File: src/hw/rtl/alm_pkg.sv
// Shared types and constants for the array-backed linked list manager.
package alm_pkg;

    localparam int KIND_W  = 3;
    localparam int POS_W   = 4;
    localparam int NAME_W  = 64;
    localparam int NUM_W   = 20;
    localparam int PAY_W   = 31;
    localparam int STAT_W  = 2;
    localparam int SLOT_W  = 4;
    localparam int COUNT_W = 5;
    localparam int LINK_W  = 5;

    localparam logic [LINK_W-1:0] END_MARK = 5'd31;

    localparam logic [KIND_W-1:0] KIND_ADD_FIRST = 3'd0;
    localparam logic [KIND_W-1:0] KIND_ADD_AFTER = 3'd1;
    localparam logic [KIND_W-1:0] KIND_ADD_LAST  = 3'd2;
    localparam logic [KIND_W-1:0] KIND_DEL_FIRST = 3'd3;
    localparam logic [KIND_W-1:0] KIND_DEL_AFTER = 3'd4;
    localparam logic [KIND_W-1:0] KIND_DEL_LAST  = 3'd5;
    localparam logic [KIND_W-1:0] KIND_DEL_ALL   = 3'd6;
    localparam logic [KIND_W-1:0] KIND_UNUSED    = 3'd7;

    localparam logic [STAT_W-1:0] STAT_OK     = 2'd0;
    localparam logic [STAT_W-1:0] STAT_FULL   = 2'd1;
    localparam logic [STAT_W-1:0] STAT_EMPTY  = 2'd2;
    localparam logic [STAT_W-1:0] STAT_BADPOS = 2'd3;

    typedef struct packed {
        logic [KIND_W-1:0] kind;
        logic [POS_W-1:0]  position;
        logic [NAME_W-1:0] name_text;
        logic [NUM_W-1:0]  employee_number;
        logic [PAY_W-1:0]  base_pay;
    } op_t;

    typedef struct packed {
        logic [STAT_W-1:0]  status;
        logic [SLOT_W-1:0]  slot;
        logic [COUNT_W-1:0] count;
    } result_t;

    typedef struct packed {
        logic              wr_en;
        logic [LINK_W-1:0] wr_addr;
        logic [LINK_W-1:0] wr_data;
        logic [LINK_W-1:0] rd_addr;
    } link_req_t;

    typedef struct packed {
        logic              wr_en;
        logic [LINK_W-1:0] addr;
        logic [NAME_W-1:0] name_text;
        logic [NUM_W-1:0]  employee_number;
        logic [PAY_W-1:0]  base_pay;
    } entry_wr_t;

    typedef enum logic [2:0] {
        ST_IDLE,
        ST_DISPATCH,
        ST_LINK_WAIT,
        ST_AFTER_WAIT,
        ST_WALK,
        ST_WRITE2
    } state_t;

endpackage

File: src/hw/rtl/alm_link_ram.sv
// Link table memory: one write port and one registered read port.
module alm_link_ram #(
    parameter int SLOTS = 16
) (
    input  logic                       clk,
    input  alm_pkg::link_req_t         req,
    output logic [alm_pkg::LINK_W-1:0] rdata
);

    localparam int IW = (SLOTS > 1) ? $clog2(SLOTS) : 1;

    logic [alm_pkg::LINK_W-1:0] mem [SLOTS];
    logic [alm_pkg::LINK_W-1:0] rdata_reg;

    always_ff @(posedge clk)
    begin
        if (req.wr_en)
        begin
            mem[req.wr_addr[IW-1:0]] <= req.wr_data;
        end
        rdata_reg <= mem[req.rd_addr[IW-1:0]];
    end

    assign rdata = rdata_reg;

endmodule

File: src/hw/rtl/alm_entry_ram.sv
// Entry data memories holding name, employee number and base pay per slot.
module alm_entry_ram #(
    parameter int SLOTS = 16
) (
    input  logic               clk,
    input  alm_pkg::entry_wr_t wr
);

    localparam int IW = (SLOTS > 1) ? $clog2(SLOTS) : 1;

    logic [alm_pkg::NAME_W-1:0] name_mem   [SLOTS];
    logic [alm_pkg::NUM_W-1:0]  number_mem [SLOTS];
    logic [alm_pkg::PAY_W-1:0]  pay_mem    [SLOTS];

    always_ff @(posedge clk)
    begin
        if (wr.wr_en)
        begin
            name_mem[wr.addr[IW-1:0]]   <= wr.name_text;
            number_mem[wr.addr[IW-1:0]] <= wr.employee_number;
            pay_mem[wr.addr[IW-1:0]]    <= wr.base_pay;
        end
    end

endmodule

File: src/hw/rtl/alm_ctrl.sv
// Operation sequencer: slot occupancy, head, count and link table accesses.
module alm_ctrl #(
    parameter int SLOTS = 16
) (
    input  logic                       clk,
    input  logic                       rst_n,
    input  logic                       start,
    input  alm_pkg::op_t               op,
    output logic                       busy,
    output logic                       done,
    output alm_pkg::result_t           result,
    output alm_pkg::link_req_t         link_req,
    input  logic [alm_pkg::LINK_W-1:0] link_rdata,
    output alm_pkg::entry_wr_t         entry_wr
);

    localparam int IW = (SLOTS > 1) ? $clog2(SLOTS) : 1;
    localparam logic [alm_pkg::COUNT_W-1:0] SLOTS_C = alm_pkg::COUNT_W'(SLOTS);
    localparam logic [alm_pkg::LINK_W-1:0]  SLOTS_L = alm_pkg::LINK_W'(SLOTS);

    alm_pkg::state_t               state_reg, state_next;
    alm_pkg::op_t                  op_reg;
    logic [SLOTS-1:0]              used_reg, used_next;
    logic [alm_pkg::LINK_W-1:0]    head_reg, head_next;
    logic [alm_pkg::COUNT_W-1:0]   count_reg, count_next;
    logic [alm_pkg::LINK_W-1:0]    cur_reg, cur_next;
    logic [alm_pkg::LINK_W-1:0]    prev_reg, prev_next;
    logic [alm_pkg::LINK_W-1:0]    slot_reg, slot_next;
    logic [alm_pkg::LINK_W-1:0]    tgt_reg, tgt_next;
    logic                          done_reg, done_next;
    alm_pkg::result_t              result_reg, result_next;

    logic [SLOTS-1:0]              free_vec;
    logic [SLOTS-1:0]              free_iso;
    logic [alm_pkg::LINK_W-1:0]    free_slot;
    logic [alm_pkg::LINK_W-1:0]    pos_ext;
    logic                          full;
    logic                          empty;
    logic                          fin;
    logic [alm_pkg::STAT_W-1:0]    fin_status;
    logic [alm_pkg::LINK_W-1:0]    fin_slot;

    function automatic logic slot_valid(input logic [alm_pkg::LINK_W-1:0] s,
                                        input logic [SLOTS-1:0] used);
        return (s < SLOTS_L) && used[s[IW-1:0]];
    endfunction

    // Lowest free slot: isolate the lowest set bit of the free vector, then
    // OR together the indexes of the (single) set bit.
    always_comb
    begin
        free_vec  = ~used_reg;
        free_iso  = free_vec & (~free_vec + 1'b1);
        free_slot = '0;
        for (int i = 0; i < SLOTS; i++)
        begin
            if (free_iso[i])
            begin
                free_slot = free_slot | alm_pkg::LINK_W'(i);
            end
        end
    end

    assign pos_ext = alm_pkg::LINK_W'(op_reg.position);
    assign full    = (count_reg >= SLOTS_C);
    assign empty   = (head_reg == alm_pkg::END_MARK);
    assign busy    = (state_reg != alm_pkg::ST_IDLE);
    assign done    = done_reg;
    assign result  = result_reg;

    always_ff @(posedge clk or negedge rst_n)
    begin
        if (!rst_n)
        begin
            state_reg <= alm_pkg::ST_IDLE;
            used_reg  <= '0;
            head_reg  <= alm_pkg::END_MARK;
            count_reg <= '0;
            done_reg  <= 1'b0;
        end
        else
        begin
            state_reg <= state_next;
            used_reg  <= used_next;
            head_reg  <= head_next;
            count_reg <= count_next;
            done_reg  <= done_next;
        end
    end

    always_ff @(posedge clk)
    begin
        if (state_reg == alm_pkg::ST_IDLE && start)
        begin
            op_reg <= op;
        end
        cur_reg    <= cur_next;
        prev_reg   <= prev_next;
        slot_reg   <= slot_next;
        tgt_reg    <= tgt_next;
        result_reg <= result_next;
    end

    always_comb
    begin
        state_next  = state_reg;
        used_next   = used_reg;
        head_next   = head_reg;
        count_next  = count_reg;
        cur_next    = cur_reg;
        prev_next   = prev_reg;
        slot_next   = slot_reg;
        tgt_next    = tgt_reg;
        done_next   = 1'b0;
        result_next = result_reg;
        fin         = 1'b0;
        fin_status  = alm_pkg::STAT_OK;
        fin_slot    = '0;

        link_req.wr_en   = 1'b0;
        link_req.wr_addr = free_slot;
        link_req.wr_data = alm_pkg::END_MARK;
        link_req.rd_addr = head_reg;

        entry_wr.wr_en           = 1'b0;
        entry_wr.addr            = free_slot;
        entry_wr.name_text       = op_reg.name_text;
        entry_wr.employee_number = op_reg.employee_number;
        entry_wr.base_pay        = op_reg.base_pay;

        unique case (state_reg)
            alm_pkg::ST_IDLE:
            begin
                if (start)
                begin
                    state_next = alm_pkg::ST_DISPATCH;
                end
            end

            alm_pkg::ST_DISPATCH:
            begin
                // Add last on an empty list takes the add first path.
                if (op_reg.kind == alm_pkg::KIND_ADD_FIRST ||
                    (op_reg.kind == alm_pkg::KIND_ADD_LAST && empty))
                begin
                    if (full)
                    begin
                        fin        = 1'b1;
                        fin_status = alm_pkg::STAT_FULL;
                    end
                    else
                    begin
                        link_req.wr_en   = 1'b1;
                        link_req.wr_data = head_reg;
                        entry_wr.wr_en   = 1'b1;
                        used_next[free_slot[IW-1:0]] = 1'b1;
                        count_next = count_reg + 1'b1;
                        head_next  = free_slot;
                        fin        = 1'b1;
                        fin_slot   = free_slot;
                    end
                end
                else if (op_reg.kind == alm_pkg::KIND_ADD_AFTER)
                begin
                    if (full)
                    begin
                        fin        = 1'b1;
                        fin_status = alm_pkg::STAT_FULL;
                    end
                    else if (!slot_valid(pos_ext, used_reg))
                    begin
                        fin        = 1'b1;
                        fin_status = alm_pkg::STAT_BADPOS;
                    end
                    else
                    begin
                        link_req.rd_addr = pos_ext;
                        state_next       = alm_pkg::ST_LINK_WAIT;
                    end
                end
                else if (op_reg.kind == alm_pkg::KIND_ADD_LAST)
                begin
                    if (full)
                    begin
                        fin        = 1'b1;
                        fin_status = alm_pkg::STAT_FULL;
                    end
                    else
                    begin
                        cur_next   = head_reg;
                        prev_next  = alm_pkg::END_MARK;
                        state_next = alm_pkg::ST_WALK;
                    end
                end
                else if (op_reg.kind == alm_pkg::KIND_DEL_FIRST)
                begin
                    if (empty)
                    begin
                        fin        = 1'b1;
                        fin_status = alm_pkg::STAT_EMPTY;
                    end
                    else
                    begin
                        state_next = alm_pkg::ST_LINK_WAIT;
                    end
                end
                else if (op_reg.kind == alm_pkg::KIND_DEL_AFTER)
                begin
                    if (!slot_valid(pos_ext, used_reg))
                    begin
                        fin        = 1'b1;
                        fin_status = alm_pkg::STAT_BADPOS;
                    end
                    else
                    begin
                        link_req.rd_addr = pos_ext;
                        state_next       = alm_pkg::ST_LINK_WAIT;
                    end
                end
                else if (op_reg.kind == alm_pkg::KIND_DEL_LAST)
                begin
                    if (empty)
                    begin
                        fin        = 1'b1;
                        fin_status = alm_pkg::STAT_EMPTY;
                    end
                    else
                    begin
                        cur_next   = head_reg;
                        prev_next  = alm_pkg::END_MARK;
                        state_next = alm_pkg::ST_WALK;
                    end
                end
                else if (op_reg.kind == alm_pkg::KIND_DEL_ALL)
                begin
                    used_next  = '0;
                    head_next  = alm_pkg::END_MARK;
                    count_next = '0;
                    fin        = 1'b1;
                end
                else
                begin
                    fin = 1'b1;
                end
            end

            alm_pkg::ST_LINK_WAIT:
            begin
                // link_rdata holds the successor of the position or the head.
                if (op_reg.kind == alm_pkg::KIND_ADD_AFTER)
                begin
                    link_req.wr_en   = 1'b1;
                    link_req.wr_data = link_rdata;
                    entry_wr.wr_en   = 1'b1;
                    used_next[free_slot[IW-1:0]] = 1'b1;
                    count_next = count_reg + 1'b1;
                    slot_next  = free_slot;
                    tgt_next   = pos_ext;
                    state_next = alm_pkg::ST_WRITE2;
                end
                else if (op_reg.kind == alm_pkg::KIND_DEL_FIRST)
                begin
                    // A freed slot's link is never read before it is refilled.
                    head_next = link_rdata;
                    used_next[head_reg[IW-1:0]] = 1'b0;
                    count_next = count_reg - 1'b1;
                    fin        = 1'b1;
                    fin_slot   = head_reg;
                end
                else
                begin
                    if (!slot_valid(link_rdata, used_reg))
                    begin
                        fin        = 1'b1;
                        fin_status = alm_pkg::STAT_EMPTY;
                    end
                    else
                    begin
                        slot_next        = link_rdata;
                        link_req.rd_addr = link_rdata;
                        state_next       = alm_pkg::ST_AFTER_WAIT;
                    end
                end
            end

            alm_pkg::ST_AFTER_WAIT:
            begin
                // Unlink the victim: the position takes over its successor.
                link_req.wr_en   = 1'b1;
                link_req.wr_addr = pos_ext;
                link_req.wr_data = link_rdata;
                used_next[slot_reg[IW-1:0]] = 1'b0;
                count_next = count_reg - 1'b1;
                fin        = 1'b1;
                fin_slot   = slot_reg;
            end

            alm_pkg::ST_WALK:
            begin
                link_req.rd_addr = link_rdata;
                if (slot_valid(link_rdata, used_reg))
                begin
                    prev_next = cur_reg;
                    cur_next  = link_rdata;
                end
                else if (op_reg.kind == alm_pkg::KIND_ADD_LAST)
                begin
                    link_req.wr_en   = 1'b1;
                    link_req.wr_data = alm_pkg::END_MARK;
                    entry_wr.wr_en   = 1'b1;
                    used_next[free_slot[IW-1:0]] = 1'b1;
                    count_next = count_reg + 1'b1;
                    slot_next  = free_slot;
                    tgt_next   = cur_reg;
                    state_next = alm_pkg::ST_WRITE2;
                end
                else
                begin
                    if (prev_reg == alm_pkg::END_MARK)
                    begin
                        head_next = alm_pkg::END_MARK;
                    end
                    else
                    begin
                        link_req.wr_en   = 1'b1;
                        link_req.wr_addr = prev_reg;
                        link_req.wr_data = alm_pkg::END_MARK;
                    end
                    used_next[cur_reg[IW-1:0]] = 1'b0;
                    count_next = count_reg - 1'b1;
                    fin        = 1'b1;
                    fin_slot   = cur_reg;
                end
            end

            alm_pkg::ST_WRITE2:
            begin
                link_req.wr_en   = 1'b1;
                link_req.wr_addr = tgt_reg;
                link_req.wr_data = slot_reg;
                fin              = 1'b1;
                fin_slot         = slot_reg;
            end

            default:
            begin
                state_next = alm_pkg::ST_IDLE;
            end
        endcase

        if (fin)
        begin
            state_next         = alm_pkg::ST_IDLE;
            done_next          = 1'b1;
            result_next.status = fin_status;
            result_next.slot   = fin_slot[alm_pkg::SLOT_W-1:0];
            result_next.count  = count_next;
        end
    end

endmodule

File: src/hw/rtl/array_linked_list_manager.sv
// Top level of the array-backed singly linked list manager.
//
// Usage: present an operation on op and raise start; the item is taken at a
// rising edge where start is high and busy is low. Each item produces exactly
// one result on result, marked by done for a single cycle. The receiver
// cannot stall, so the result must be captured in that cycle.
// Add first, clear all and the unused kind finish in the dispatch state;
// delete first also waits for the head's link read; add after and delete
// after read the position's link and then pass through a second state; add
// last and delete last walk the link table one entry per cycle through its
// single registered read port. Add last on an empty list runs as add first.
// A new item can be accepted in the same cycle that done is high. Failed
// checks (full, empty, bad position) finish in the dispatch state, except
// delete after at the tail, which needs the link read.
// Reset frees every slot, empties the list and clears the count; the link
// and entry memories are not cleared because a slot is always written before
// its link is read.
module array_linked_list_manager #(
    parameter int SLOTS = 16
) (
    input  logic             clk,
    input  logic             rst_n,
    input  logic             start,
    input  alm_pkg::op_t     op,
    output logic             busy,
    output logic             done,
    output alm_pkg::result_t result
);

    alm_pkg::link_req_t         link_req;
    logic [alm_pkg::LINK_W-1:0] link_rdata;
    alm_pkg::entry_wr_t         entry_wr;

    // Sequencer: holds occupancy, head and count, and drives both memories.
    alm_ctrl #(
        .SLOTS(SLOTS)
    ) u_ctrl (
        .clk        (clk),
        .rst_n      (rst_n),
        .start      (start),
        .op         (op),
        .busy       (busy),
        .done       (done),
        .result     (result),
        .link_req   (link_req),
        .link_rdata (link_rdata),
        .entry_wr   (entry_wr)
    );

    // Link table: next-slot pointer for every slot.
    alm_link_ram #(
        .SLOTS(SLOTS)
    ) u_link_ram (
        .clk   (clk),
        .req   (link_req),
        .rdata (link_rdata)
    );

    // Entry payload storage, written when a slot is filled.
    alm_entry_ram #(
        .SLOTS(SLOTS)
    ) u_entry_ram (
        .clk (clk),
        .wr  (entry_wr)
    );

    // An accepted item always keeps the block busy in the next cycle.
    a_accept_busy: assert property (@(posedge clk) disable iff (!rst_n)
        (start && !busy) |=> busy)
        else $error("block not busy after accepting an item");

    // A result strobe follows a cycle of work.
    a_done_after_busy: assert property (@(posedge clk) disable iff (!rst_n)
        done |-> $past(busy))
        else $error("result strobe without preceding work");

    // A failed operation reports slot zero.
    a_fail_slot_zero: assert property (@(posedge clk) disable iff (!rst_n)
        (done && result.status != alm_pkg::STAT_OK) |-> (result.slot == '0))
        else $error("failed operation reports a nonzero slot");

    // The count never exceeds the capacity.
    a_count_bound: assert property (@(posedge clk) disable iff (!rst_n)
        done |-> (result.count <= alm_pkg::COUNT_W'(SLOTS)))
        else $error("entry count above capacity");

endmodule
File: config.mk
export PLATFORM = sky130hd
export DESIGN_NAME = array_linked_list_manager
export DESIGN_NICKNAME = d
export VERILOG_FILES = /design/src/hw/rtl/alm_pkg.sv /design/src/hw/rtl/alm_link_ram.sv /design/src/hw/rtl/alm_entry_ram.sv /design/src/hw/rtl/alm_ctrl.sv /design/src/hw/rtl/array_linked_list_manager.sv
export SDC_FILE = /design/constraint.sdc
export NUM_CORES = 1
export LEC_CHECK = 0
export BUFFER_PORTS_ARGS = -buffer_cell sky130_fd_sc_hd__buf_2
export CAP_MARGIN = 20
export CELL_PAD_IN_SITES_DETAIL_PLACEMENT = 1
export CELL_PAD_IN_SITES_GLOBAL_PLACEMENT = 1
export CORE_MARGIN = 4
export CORE_UTILIZATION = 50
export CTS_CLUSTER_DIAMETER = 120
export DETAILED_ROUTE_END_ITERATION = 16
export PLACE_DENSITY = 0.91
export SYNTH_ARGS = -nofsm -noshare
export SYNTH_HDL_FRONTEND = slang
export SYNTH_HIERARCHICAL = 1
export SYNTH_SLANG_ARGS = --single-unit
File: constraint.sdc
create_clock -name clk -period 9.9 [get_ports clk]
set_input_delay 1.485 -clock clk [delete_from_list [all_inputs] [get_ports clk]]
set_output_delay 1.485 -clock clk [all_outputs]
set_load 0.005 [all_outputs]
==> results by group, run 1 <==
STA
  • Unrepaired setup endpoints after global routing: false
  • Fmax: between 200 and 250 MHz
  • Fin crit period: between 4 and 5 ns
  • Final Setup Violations: 0
  • Clk_skew: about 0.014 ns
  • Slew margin rel.: 39.29%
  • Worst Max-Slew Pin Slew: approximately 0.9 ns
  • Fin crit share: 45.19%
  • Final Hold Viols: 0
  • Slew Limit Fails: 0
  • Setup TNS: 0 ns

Routing
  • Routed Wire Length: between 20000 and 30000 µm
  • Post-route ant nets: 0
  • WL met1: ~11000 µm
  • Met3 Routed Length: between 2000 and 2500 µm
  • Post-DR vias/cell: 6.883
  • Residual DRC: 0
  • DRT iter0 DRCs: about 660
  • Wirelength per Cell: roughly 27 µm
  • 1st-pass router iterations: 7
  • Via count: around 7.0k
  • Routed wl met2: about 13000 µm
  • Highest routed metal layer: met4

Global route
  • Vias in the first global route: slightly above 7k
  • Antenna violations before repair: 0
  • Pin count of the biggest net entering global routing: 31
  • Grt total ovfl: 0
  • Total track usage: between 20% and 30%
  • Global-route wire length before repair: approximately 43000 µm

Clocking
  • Post-CTS sizing: 0
  • Clock sink total: 152
  • Clk slew on worst S/H paths: around 0.070 ns
  • CTS max path bufs: 2
  • TritonCTS buffer count: 17
  • CTS tree: built
  • CTS Hold Bufs: 0
  • H-tree levels: 4
  • Number of setup buffers added after CTS: 0
  • Worst-skew pair later-pin latency: around 0.44 ns
  • Root Buffer: clkbuf_16

Hold path
  • Hold Path End: u_ctrl/prev_reg[4]
  • Hold Path Cell Cnt: 1
  • Hold crit path type: reg2reg
  • Hold path startpoint: u_ctrl/cur_reg[4]

Setup path
  • Worst setup EP type: flop
  • Reg2reg end: u_link_ram/mem[0][1]
  • Setup Crit Path Kind: reg2reg
  • Critical Path RT: 9.96 ns
  • Cell mode on critical path: nor3_1
  • CP Buf/Inv Count: 0
  • Worst setup SP type: flop
  • Critical R2R Launch: u_ctrl/head_reg[3]
  • R2R setup slack: 5.43 ns
  • CP Data Arrival Time: ~4.5 ns
  • Crit-path max cell delay: approximately 0.76 ns
  • Crit-path cells: nand4_1, o21ai_0, and2_1, nor3_1, a211oi_1, o21bai_1, or3b_2, nor3_1
  • Top Family by Delay on Critical Path: simple AND/OR/NAND/NOR gates
  • Reg2reg path depth: 8
  • CP max stage cell: dfstp_2
  • Crit path max fanout: 18

Power and ir drop
  • Peak VDD IR: 159.0 µV
  • Leak: between 3 and 4 nW
  • Power Density: 309.4 nW/µm²
  • Overall power: ~2.9 mW

Floorplanning
  • Core area: ~17000 µm²
  • # IOs: roughly 140
  • Die H: 138.1 µm
  • Chip width: 138.1 µm
  • Row count: between 40 and 50
  • Die area: approximately 19000 µm²
  • Starting Density: approximately 51%

Cells and area
  • Max reg flops: 80
  • Most common cell after layout, fill and taps aside: edfxtp_1
  • Synth-to-layout area growth: 9.170%
  • Ant. Diodes: 0
  • Most frequent cells in the layout: edfxtp_1, nand2_1, o21ai_0, nor2_1, a21oi_1
  • Design area: 9235 µm²
  • Fillers: 1776
  • Nets: ~900
  • Layout cells sized above 1: between 15 and 20%

Place
  • Number of port buffers: 22
  • Final GP Congestion: 0.9351
  • DP HPWL: around 19000 µm
  • Cell area after placement: 8613 µm²

Logic synthesis
  • Syn_nets: approximately 910
  • Yosys warns: 6
  • Mapped cell area: approximately 8500 µm²
  • Avg Cell Area, Syn: 10.83 µm²
  • Cells after Synth: 781

Job
  • Max-cap violations: 0

Run status
  • Outcome: finished, final reports clean
## report_power, final
part           internal, mW  leakage [nW]  total (mW)  switching, mW
Clock                 0.367         0.301       0.675          0.308
Sequential            0.847          1.45        1.02          0.175
Combinational         0.431          1.40        1.16          0.730
Total                  1.64          3.16        2.86           1.21
## worst max path at each step
stage | depth (start not counted) | endpoint | start
2_1_floorplan | 10 | u_link_ram/mem[0][0] | u_ctrl/head_reg[3]
3_3_place_gp | 9 | u_link_ram/rdata[0] | u_ctrl/state_reg[0]
3_5_place_dp | 8 | u_link_ram/mem[0][3] | u_ctrl/head_reg[3]
4_1_cts | 8 | u_link_ram/mem[0][4] | u_ctrl/head_reg[3]
5_1_grt | 8 | u_link_ram/mem[0][4] | u_ctrl/head_reg[3]
6_report | 8 | u_link_ram/mem[0][1] | u_ctrl/head_reg[3]
## metrics by stage
stage / hold slack [ns] / util [%] / instances / setup slack (ns)
floorplan: 0.4807 / - / 781 / 6.630
global placement: 0.4907 / 51.73 / 977 / 5.506
detailed placement: 0.5599 / 51.94 / 979 / 5.585
CTS: 0.5937 / 55.69 / 1011 / 5.508
global route: 0.6173 / 55.69 / 1011 / 5.260
finish: 0.5758 / 55.69 / 1011 / 5.426
## per-layer routing
metal,GRT usage (%),up-vias
met3,5.628,71
met5,0,-
met2,47.05,370
li1,-,2979
met1,38.07,3539
met4,12.43,0
## layout make-up
type	count	area [µm²]	area share, %
Clock buffer	17	425.4	4.606
Clock inverter	15	196.4	2.127
Inverter	21	78.83	0.8535
Multi-Input combinational cell	554	3684	39.89
Sequential cell	152	4370	47.32
Tap cell	220	275.3	2.981
Timing Repair Buffer	32	205.2	2.222
(Power assumes the default switching activity.)
==> inputs of run 2 (changes only) <==
--- a/config.mk
+++ b/config.mk
@@ -10,10 +10,10 @@
 export CELL_PAD_IN_SITES_DETAIL_PLACEMENT = 1
 export CELL_PAD_IN_SITES_GLOBAL_PLACEMENT = 1
 export CORE_MARGIN = 4
-export CORE_UTILIZATION = 50
+export CORE_UTILIZATION = 45
 export CTS_CLUSTER_DIAMETER = 120
 export DETAILED_ROUTE_END_ITERATION = 16
-export PLACE_DENSITY = 0.91
+export PLACE_DENSITY = 0.87
 export SYNTH_ARGS = -nofsm -noshare
 export SYNTH_HDL_FRONTEND = slang
 export SYNTH_HIERARCHICAL = 1
==> constraint.sdc (replaced) <==
create_clock -name clk -period 4 [get_ports clk]
set_input_delay 0.6 -clock clk [delete_from_list [all_inputs] [get_ports clk]]
set_output_delay 0.6 -clock clk [all_outputs]
set_load 0.005 [all_outputs]
==> run 2 against run 1 <==
  * Sequential power grew 140%
  * Wire length grew 1.3%
  * Setup slack lost 5.2 ns
  * Sequential share of layout area shrank 1.4 points
  * Fmax grew 19%
  * Core utilization shrank 3.5 points
  * Clock skew shrank 0.0014 ns
  * Power grew to 2.5 times the previous value
  * Combinational power grew to 2.7 times the previous value
  * Clock power grew 150%
  * Cell area grew 2.9%
  * Largest cell class unchanged
  * Largest power group unchanged
  * Highest routed layer is now met5
==> results by group, run 2 (synthesis results as in run 1) <==
Setup path
  • Worst Setup SP: u_ctrl/op_reg[116] (was u_ctrl/head_reg[3])
  • Worst setup EP type: flop (unchanged)
  • CP Capture Point: u_link_ram/rdata[0] (was u_link_ram/mem[0][1])
  • Critical Path RT: 4.30 ns (was 9.96 ns)
  • R2R setup slack: 0.24 ns (was 5.43 ns)
  • Setup Crit Path Kind: reg2reg (unchanged)
  • CP Data Arrival Time: 4.07 ns (was 4.54 ns)
  • Reg2reg end: u_link_ram/rdata[0] (was u_link_ram/mem[0][1])
  • Crit path max fanout: 20 (was 18)
  • Critical R2R Launch: u_ctrl/op_reg[116] (was u_ctrl/head_reg[3])
  • Worst setup SP type: flop (unchanged)
  • Reg2reg path depth: 11 (was 8)

Job
  • Max-cap violations: 0 (unchanged)

Power and ir drop
  • Comb power frac: 43.2% (was 40.6%)
  • Sw power: 3.037 mW (was 1.213 mW)
  • Clock power frac: 23.0% (was 23.6%)
  • Peak VDD IR: 477.8 µV (was 159.0 µV)
  • Switching share of total power: 42.14% (was 42.44%)
  • Int Pwr: 4.169 mW (was 1.645 mW)
  • Seq pwr share: 33.8% (was 35.8%)
  • Leak: 3.333 nW (was 3.156 nW)
  • Power Density: 757.9 nW/µm² (was 309.4 nW/µm²)

Clocking
  • H-tree levels: 4 (unchanged)
  • Clock sink total: 152 (unchanged)
  • CTS max path bufs: 2 (unchanged)
  • TritonCTS buffer count: 17 (unchanged)
  • CTS Hold Bufs: 0 (unchanged)
  • Worst-skew pair later-pin latency: 0.43 ns (was 0.44 ns)
  • Post-CTS sizing: 0 (unchanged)
  • CTS tree: built (unchanged)
  • Root Buffer: clkbuf_16 (unchanged)
  • Number of setup buffers added after CTS: 0 (unchanged)
  • Clk slew on worst S/H paths: 0.07 ns (about the same)

Floorplanning
  • # IOs: 138 (unchanged)
  • Core area: 18210 µm² (was 16580 µm²)
  • Row count: 49 (was 47)
  • Chip width: 145.1 µm (was 138.1 µm)
  • Starting Density: 46.46% (was 51.01%)
  • Die area: 21060 µm² (was 19060 µm²)
  • Die H: 145.1 µm (was 138.1 µm)

STA
  • Unrepaired setup endpoints after global routing: false (unchanged)
  • Worst Max-Slew Pin Slew: 0.9067 ns (was 0.9038 ns)
  • Clk_skew: 0.01240 ns (was 0.01379 ns)
  • Fmax: 265.7 MHz (was 223.5 MHz)
  • Final Setup Violations: 0 (unchanged)
  • Final Hold Viols: 0 (unchanged)
  • Fin crit share: 94.08% (was 45.19%)
  • Fin crit period: 3.763 ns (was 4.474 ns)
  • Slew Limit Fails: 0 (unchanged)
  • Setup TNS: 0 ns (unchanged)
  • Slew margin rel.: 39.55% (was 39.29%)

Routing
  • DRT iter0 DRCs: 1049 (was 664)
  • Wirelength per Cell: 26.23 µm (was 27.02 µm)
  • Routed Wire Length: 27670 µm (was 27310 µm)
  • Residual DRC: 0 (unchanged)
  • 1st-pass router iterations: 6 (was 7)
  • Via count: 7179 (was 6959)
  • Post-route ant nets: 0 (unchanged)
  • Post-DR vias/cell: 6.805 (was 6.883)

Run status
  • Outcome: finished, final reports clean (unchanged)

Cells and area
  • Final Util: 52.21% (was 55.69%)
  • Layout cells sized above 1: 19.13% (was 15.55%)
  • Synth-to-layout area growth: 12.38% (was 9.170%)
  • Nets: 941 (was 906)
  • Multi-input logic area: 3684 µm² (unchanged)
  • Ant. Diodes: 0 (unchanged)
  • Fillers: 1933 (was 1776)
  • Storage element area: 4370 µm² (unchanged)
  • Max reg flops: 80 (unchanged)
  • Most frequent cells in the layout: edfxtp_1, nand2_1, o21ai_0, nor2_1, buf_4 (was edfxtp_1, nand2_1, o21ai_0, nor2_1, a21oi_1)
  • Most common cell after layout, fill and taps aside: edfxtp_1 (unchanged)

Global route
  • Antenna violations before repair: 1 (was 0)
  • Met3 usage: 5.301% (was 5.628%)
  • GRT Max-Usage Layer: met2 (unchanged)
  • M1 GR Usage: 36.29% (was 38.07%)
  • Global routing usage on met2: 40.42% (was 47.05%)
  • Grt total ovfl: 0 (unchanged)
  • Pin count of the biggest net entering global routing: 31 (unchanged)
  • Vias in the first global route: 7201 (was 7079)
  • Global-route wire length before repair: 42800 µm (was 42750 µm)
  • Total track usage: 26.06% (was 28.89%)

Place
  • Number of port buffers: 22 (unchanged)
  • Final GP Congestion: 0.9371 (was 0.9351)
  • DP HPWL: 19250 µm (was 18590 µm)

Hold path
  • Hold crit path type: in2async (was reg2reg)
-- run 2: cell count changes in the layout (fill, tap and decap cells not counted) --
| cell | previous run | this run |
|---|---|---|
| inv_6 | 1 | 4 |
| buf_16 | 1 | 0 |
| buf_4 | 9 | 42 |
| inv_8 | 6 | 5 |
| buf_12 | 0 | 1 |
| clkinv_8 | 3 | 4 |
| clkinv_4 | 2 | 0 |
| inv_12 | 1 | 0 |
| buf_6 | 0 | 2 |
-- run 2: worst min-delay path by stage --
stage | endpoint | slack, ns | depth (start not counted)
finish | u_ctrl/count_reg[0] | 0.25 | 1
detailed placement | u_ctrl/prev_reg[4] | 0.52 | 1
global route | u_ctrl/count_reg[4] | 0.28 | 1
floorplan | u_ctrl/count_reg[0] | 0.30 | 0
global placement | u_ctrl/prev_reg[4] | 0.49 | 1
CTS | u_ctrl/done | 0.26 | 1
-- run 2: power by group through the flow --
stage | sequential [mW] | clock, mW | combinational [mW]
after CTS | 2.42 | 1.68 | 3.03
after detailed placement | 2.45 | 0 | 2.97
after floorplan | 2.23 | 0 | 2.26
final | 2.43 | 1.66 | 3.11
after global routing | 2.46 | 1.77 | 3.33
after global placement | 2.44 | 0 | 2.85
-- run 2: cell type report --
cell class	instances	area share [%]
tap	229	3.014
multi-input combinational	554	38.75
inverter	21	0.8292
clock inverter	15	2.040
timing repair buffer	67	4.922
sequential	152	45.97
clock buffer	17	4.475
-- run 2: layer usage --
| metal | wire length, µm | up-vias |
|---|---|---|
| li1 | - | 3043 |
| met1 | 11050 | 3573 |
| met2 | 12810 | 460 |
| met3 | 2790 | 101 |
| met4 | 1002 | 2 |
| met5 | 19 | - |
-- run 2: through the flow --
step	instances	power, mW	setup slack [ns]	cell area [µm²]	hold slack, ns
floorplan	781	4.488	0.7296	8459	0.3044
global placement	1019	5.282	0.4170	8850	0.4860
detailed placement	1020	5.424	0.3514	8857	0.5206
CTS	1052	7.133	0.2574	9477	0.2575
global route	1055	7.559	0.05381	9507	0.2848
finish	1055	7.205	0.2366	9507	0.2454
-- run 2: critical path, cell delays in order (launching register included) --
cell and delay [ns]:
edfxtp_1 0.66, mux4_2 0.58, mux2i_1 0.37, mux2i_2 0.22, o211ai_1 0.19, nor2_1 0.15
a222oi_1 0.26, inv_1 0.13, buf_12 0.19, mux4_2 0.44, a22oi_1 0.29, nand3_1 0.13
==> inputs of run 3 (changes only) <==
--- a/config.mk
+++ b/config.mk
@@ -9,11 +9,12 @@
 export CAP_MARGIN = 20
 export CELL_PAD_IN_SITES_DETAIL_PLACEMENT = 1
 export CELL_PAD_IN_SITES_GLOBAL_PLACEMENT = 1
-export CORE_MARGIN = 4
+export CORE_MARGIN = 2
 export CORE_UTILIZATION = 45
 export CTS_CLUSTER_DIAMETER = 120
 export DETAILED_ROUTE_END_ITERATION = 16
 export PLACE_DENSITY = 0.87
+export SLEW_MARGIN = 20
 export SYNTH_ARGS = -nofsm -noshare
 export SYNTH_HDL_FRONTEND = slang
 export SYNTH_HIERARCHICAL = 1
==> run 3 against run 2 <==
  * Power down 0.75%
  * Setup slack worse by 0.029 ns
  * Sequential share of layout area up 0.10 points
  * Register-to-register slack worse by 0.03 ns
  * Clock skew about the same
  * Sequential power about the same
  * Flip-flop and latch count unchanged
  * Fmax down 0.77%
  * Worst hold slack worse by 0.0067 ns
  * Non-clock buffer count down 5
  * Clock power about the same
  * Cell count unchanged
  * Largest cell class unchanged
==> results by group, run 3 (synthesis results as in run 1) <==
Routing
  • Via count: 6922 (was 7179)
  • 1st-pass router iterations: 5 (was 6)
  • Wirelength per Cell: 24.67 µm (was 26.23 µm)
  • Post-route ant nets: 0 (unchanged)
  • Routed Wire Length: 26030 µm (was 27670 µm)
  • Post-DR vias/cell: 6.561 (was 6.805)
  • Residual DRC: 0 (unchanged)
  • DRT iter0 DRCs: 834 (was 1049)

Floorplanning
  • Core area: 18580 µm² (was 18210 µm²)
  • Die H: 141.1 µm (was 145.1 µm)
  • Row count: 50 (was 49)
  • # IOs: 138 (unchanged)
  • Chip width: 141.1 µm (was 145.1 µm)
  • Starting Density: 45.53% (was 46.46%)
  • Die area: 19910 µm² (was 21060 µm²)

STA
  • Slew Limit Fails: 0 (unchanged)
  • Setup TNS: 0 ns (unchanged)
  • Final Hold Viols: 0 (unchanged)
  • Fin crit share: 94.82% (was 94.08%)
  • Worst Max-Slew Pin Slew: 0.8572 ns (was 0.9067 ns)
  • Final Setup Violations: 0 (unchanged)
  • Slew margin rel.: 42.85% (was 39.55%)
  • Unrepaired setup endpoints after global routing: false (unchanged)
  • Clk_skew: 0.01210 ns (was 0.01240 ns)
  • Fin crit period: 3.793 ns (was 3.763 ns)
  • Fmax: 263.7 MHz (was 265.7 MHz)
  • Setup WS post-layout: 0.2073 ns (was 0.2366 ns)

Global route
  • Total track usage: 27.05% (was 26.06%)
  • Antenna violations before repair: 0 (was 1)
  • Met3 usage: 5.503% (was 5.301%)
  • Global-route wire length before repair: 40720 µm (was 42800 µm)
  • Pin count of the biggest net entering global routing: 31 (unchanged)
  • Grt total ovfl: 0 (unchanged)
  • Vias in the first global route: 7070 (was 7201)
  • GRT Max-Usage Layer: met2 (unchanged)
  • M1 GR Usage: 35.31% (was 36.29%)
  • Global routing usage on met2: 44.58% (was 40.42%)

Clocking
  • Clock sink total: 152 (unchanged)
  • Number of setup buffers added after CTS: 0 (unchanged)
  • Clk slew on worst S/H paths: 0.07 ns (about the same)
  • CTS tree: built (unchanged)
  • H-tree levels: 4 (unchanged)
  • Post-CTS sizing: 0 (unchanged)
  • TritonCTS buffer count: 17 (unchanged)
  • CTS max path bufs: 2 (unchanged)
  • Worst-skew pair later-pin latency: 0.43 ns (about the same)
  • CTS Hold Bufs: 0 (unchanged)
  • Root Buffer: clkbuf_16 (unchanged)

Place
  • Dpl ws: 0.3466 ns (was 0.3514 ns)
  • Cell area after placement: 8833 µm² (was 8857 µm²)
  • Number of port buffers: 22 (unchanged)
  • Final GP Congestion: 0.9262 (was 0.9371)
  • DP HPWL: 18220 µm (was 19250 µm)

Hold path
  • Hold crit path type: in2async (unchanged)

Cells and area
  • Most frequent cells in the layout: edfxtp_1, nand2_1, o21ai_0, nor2_1, a21oi_1 (was edfxtp_1, nand2_1, o21ai_0, nor2_1, buf_4)
  • Most common cell after layout, fill and taps aside: edfxtp_1 (unchanged)
  • Layout cells sized above 1: 18.64% (was 19.13%)
  • Nets: 936 (was 941)
  • Design area: 9485 µm² (was 9507 µm²)
  • Synth-to-layout area growth: 12.13% (was 12.38%)
  • Ant. Diodes: 0 (unchanged)
  • Max reg flops: 80 (unchanged)
  • Fillers: 1970 (was 1933)

Setup path
  • Crit path max fanout: 9 (was 20)
  • Worst setup SP type: flop (unchanged)
  • Worst setup EP type: flop (unchanged)
  • Critical Path RT: 4.08 ns (was 4.30 ns)
  • Setup Crit Path Kind: reg2reg (unchanged)
  • CP Data Arrival Time: 3.87 ns (was 4.07 ns)

Power and ir drop
  • Int Pwr: 4.130 mW (was 4.169 mW)
  • Overall power: 7.152 mW (was 7.205 mW)
  • Comb power frac: 42.9% (was 43.2%)
  • Clock power frac: 23.5% (was 23.0%)
  • Sw power: 3.021 mW (was 3.037 mW)
  • Power Density: 754.0 nW/µm² (was 757.9 nW/µm²)
  • Seq pwr share: 33.6% (was 33.8%)
  • Leak: 3.309 nW (was 3.333 nW)
  • Peak VDD IR: 409.9 µV (was 477.8 µV)
  • Switching share of total power: 42.25% (was 42.14%)

Job
  • Max-cap violations: 0 (unchanged)

Run status
  • Outcome: finished, final reports clean (unchanged)
run 3: worst paths after layout:
check / depth (start not counted) / start / to / slack, ns
max: 9 / u_link_ram/rdata[0] / u_link_ram/mem[2][3] / 0.21
min: 1 / rst_n / u_ctrl/state_reg[1] / 0.24
max reg2reg: 9 / u_link_ram/rdata[0] / u_link_ram/mem[2][3] / 0.21
min reg2reg: 1 / u_ctrl/cur_reg[4] / u_ctrl/prev_reg[4] / 0.53
max in group asynchronous: 1 / rst_n / u_ctrl/used_reg[3] / 3.26
min in group clk: 1 / op[115] / u_ctrl/op_reg[115] / 0.34
run 3: layer usage:
layer	routed length (µm)	part of all wire (%)
met1	10450	40
met2	12830	49
met3	2012	7.7
met4	739	2.8
met5	0	0
run 3: cell type report:
class                   count  area (µm²)  area share (%)
well taps                 234       292.8           3.087
clock inverters            15       211.5           2.229
repair buffers             62       422.9           4.459
inverters                  21       78.83          0.8310
flip-flops and latches    152        4370           46.08
multi-input cells         554        3684           38.83
clock buffers              17       425.4           4.485
run 3: stage by stage:
step,instances,hold WS (ns),util (%)
after floorplan,781,0.3044,-
after global placement,1020,0.4883,47.50
after detailed placement,1021,0.5196,47.54
after CTS,1053,0.2513,50.97
after global routing,1055,0.2736,51.05
final,1055,0.2388,51.05
run 3: power groups by stage:
stage	Clock, mW	Combinational [mW]	Sequential (mW)
after CTS	1.71	3.02	2.39
after floorplan	0	2.26	2.23
after global routing	1.76	3.31	2.43
final	1.68	3.07	2.40
after global placement	0	2.86	2.41
after detailed placement	0	2.98	2.42
run 3: worst max-delay path: stages (launching register included):
cell and delay, ns:
dfxtp_1 0.65, mux2i_1 0.18, a311oi_2 0.39, nand3_4 0.22
and2_4 0.26, nand3_1 0.23, o21ai_0 0.20, a2bb2oi_1 0.54
nand2b_1 0.24, nor2_1 0.51
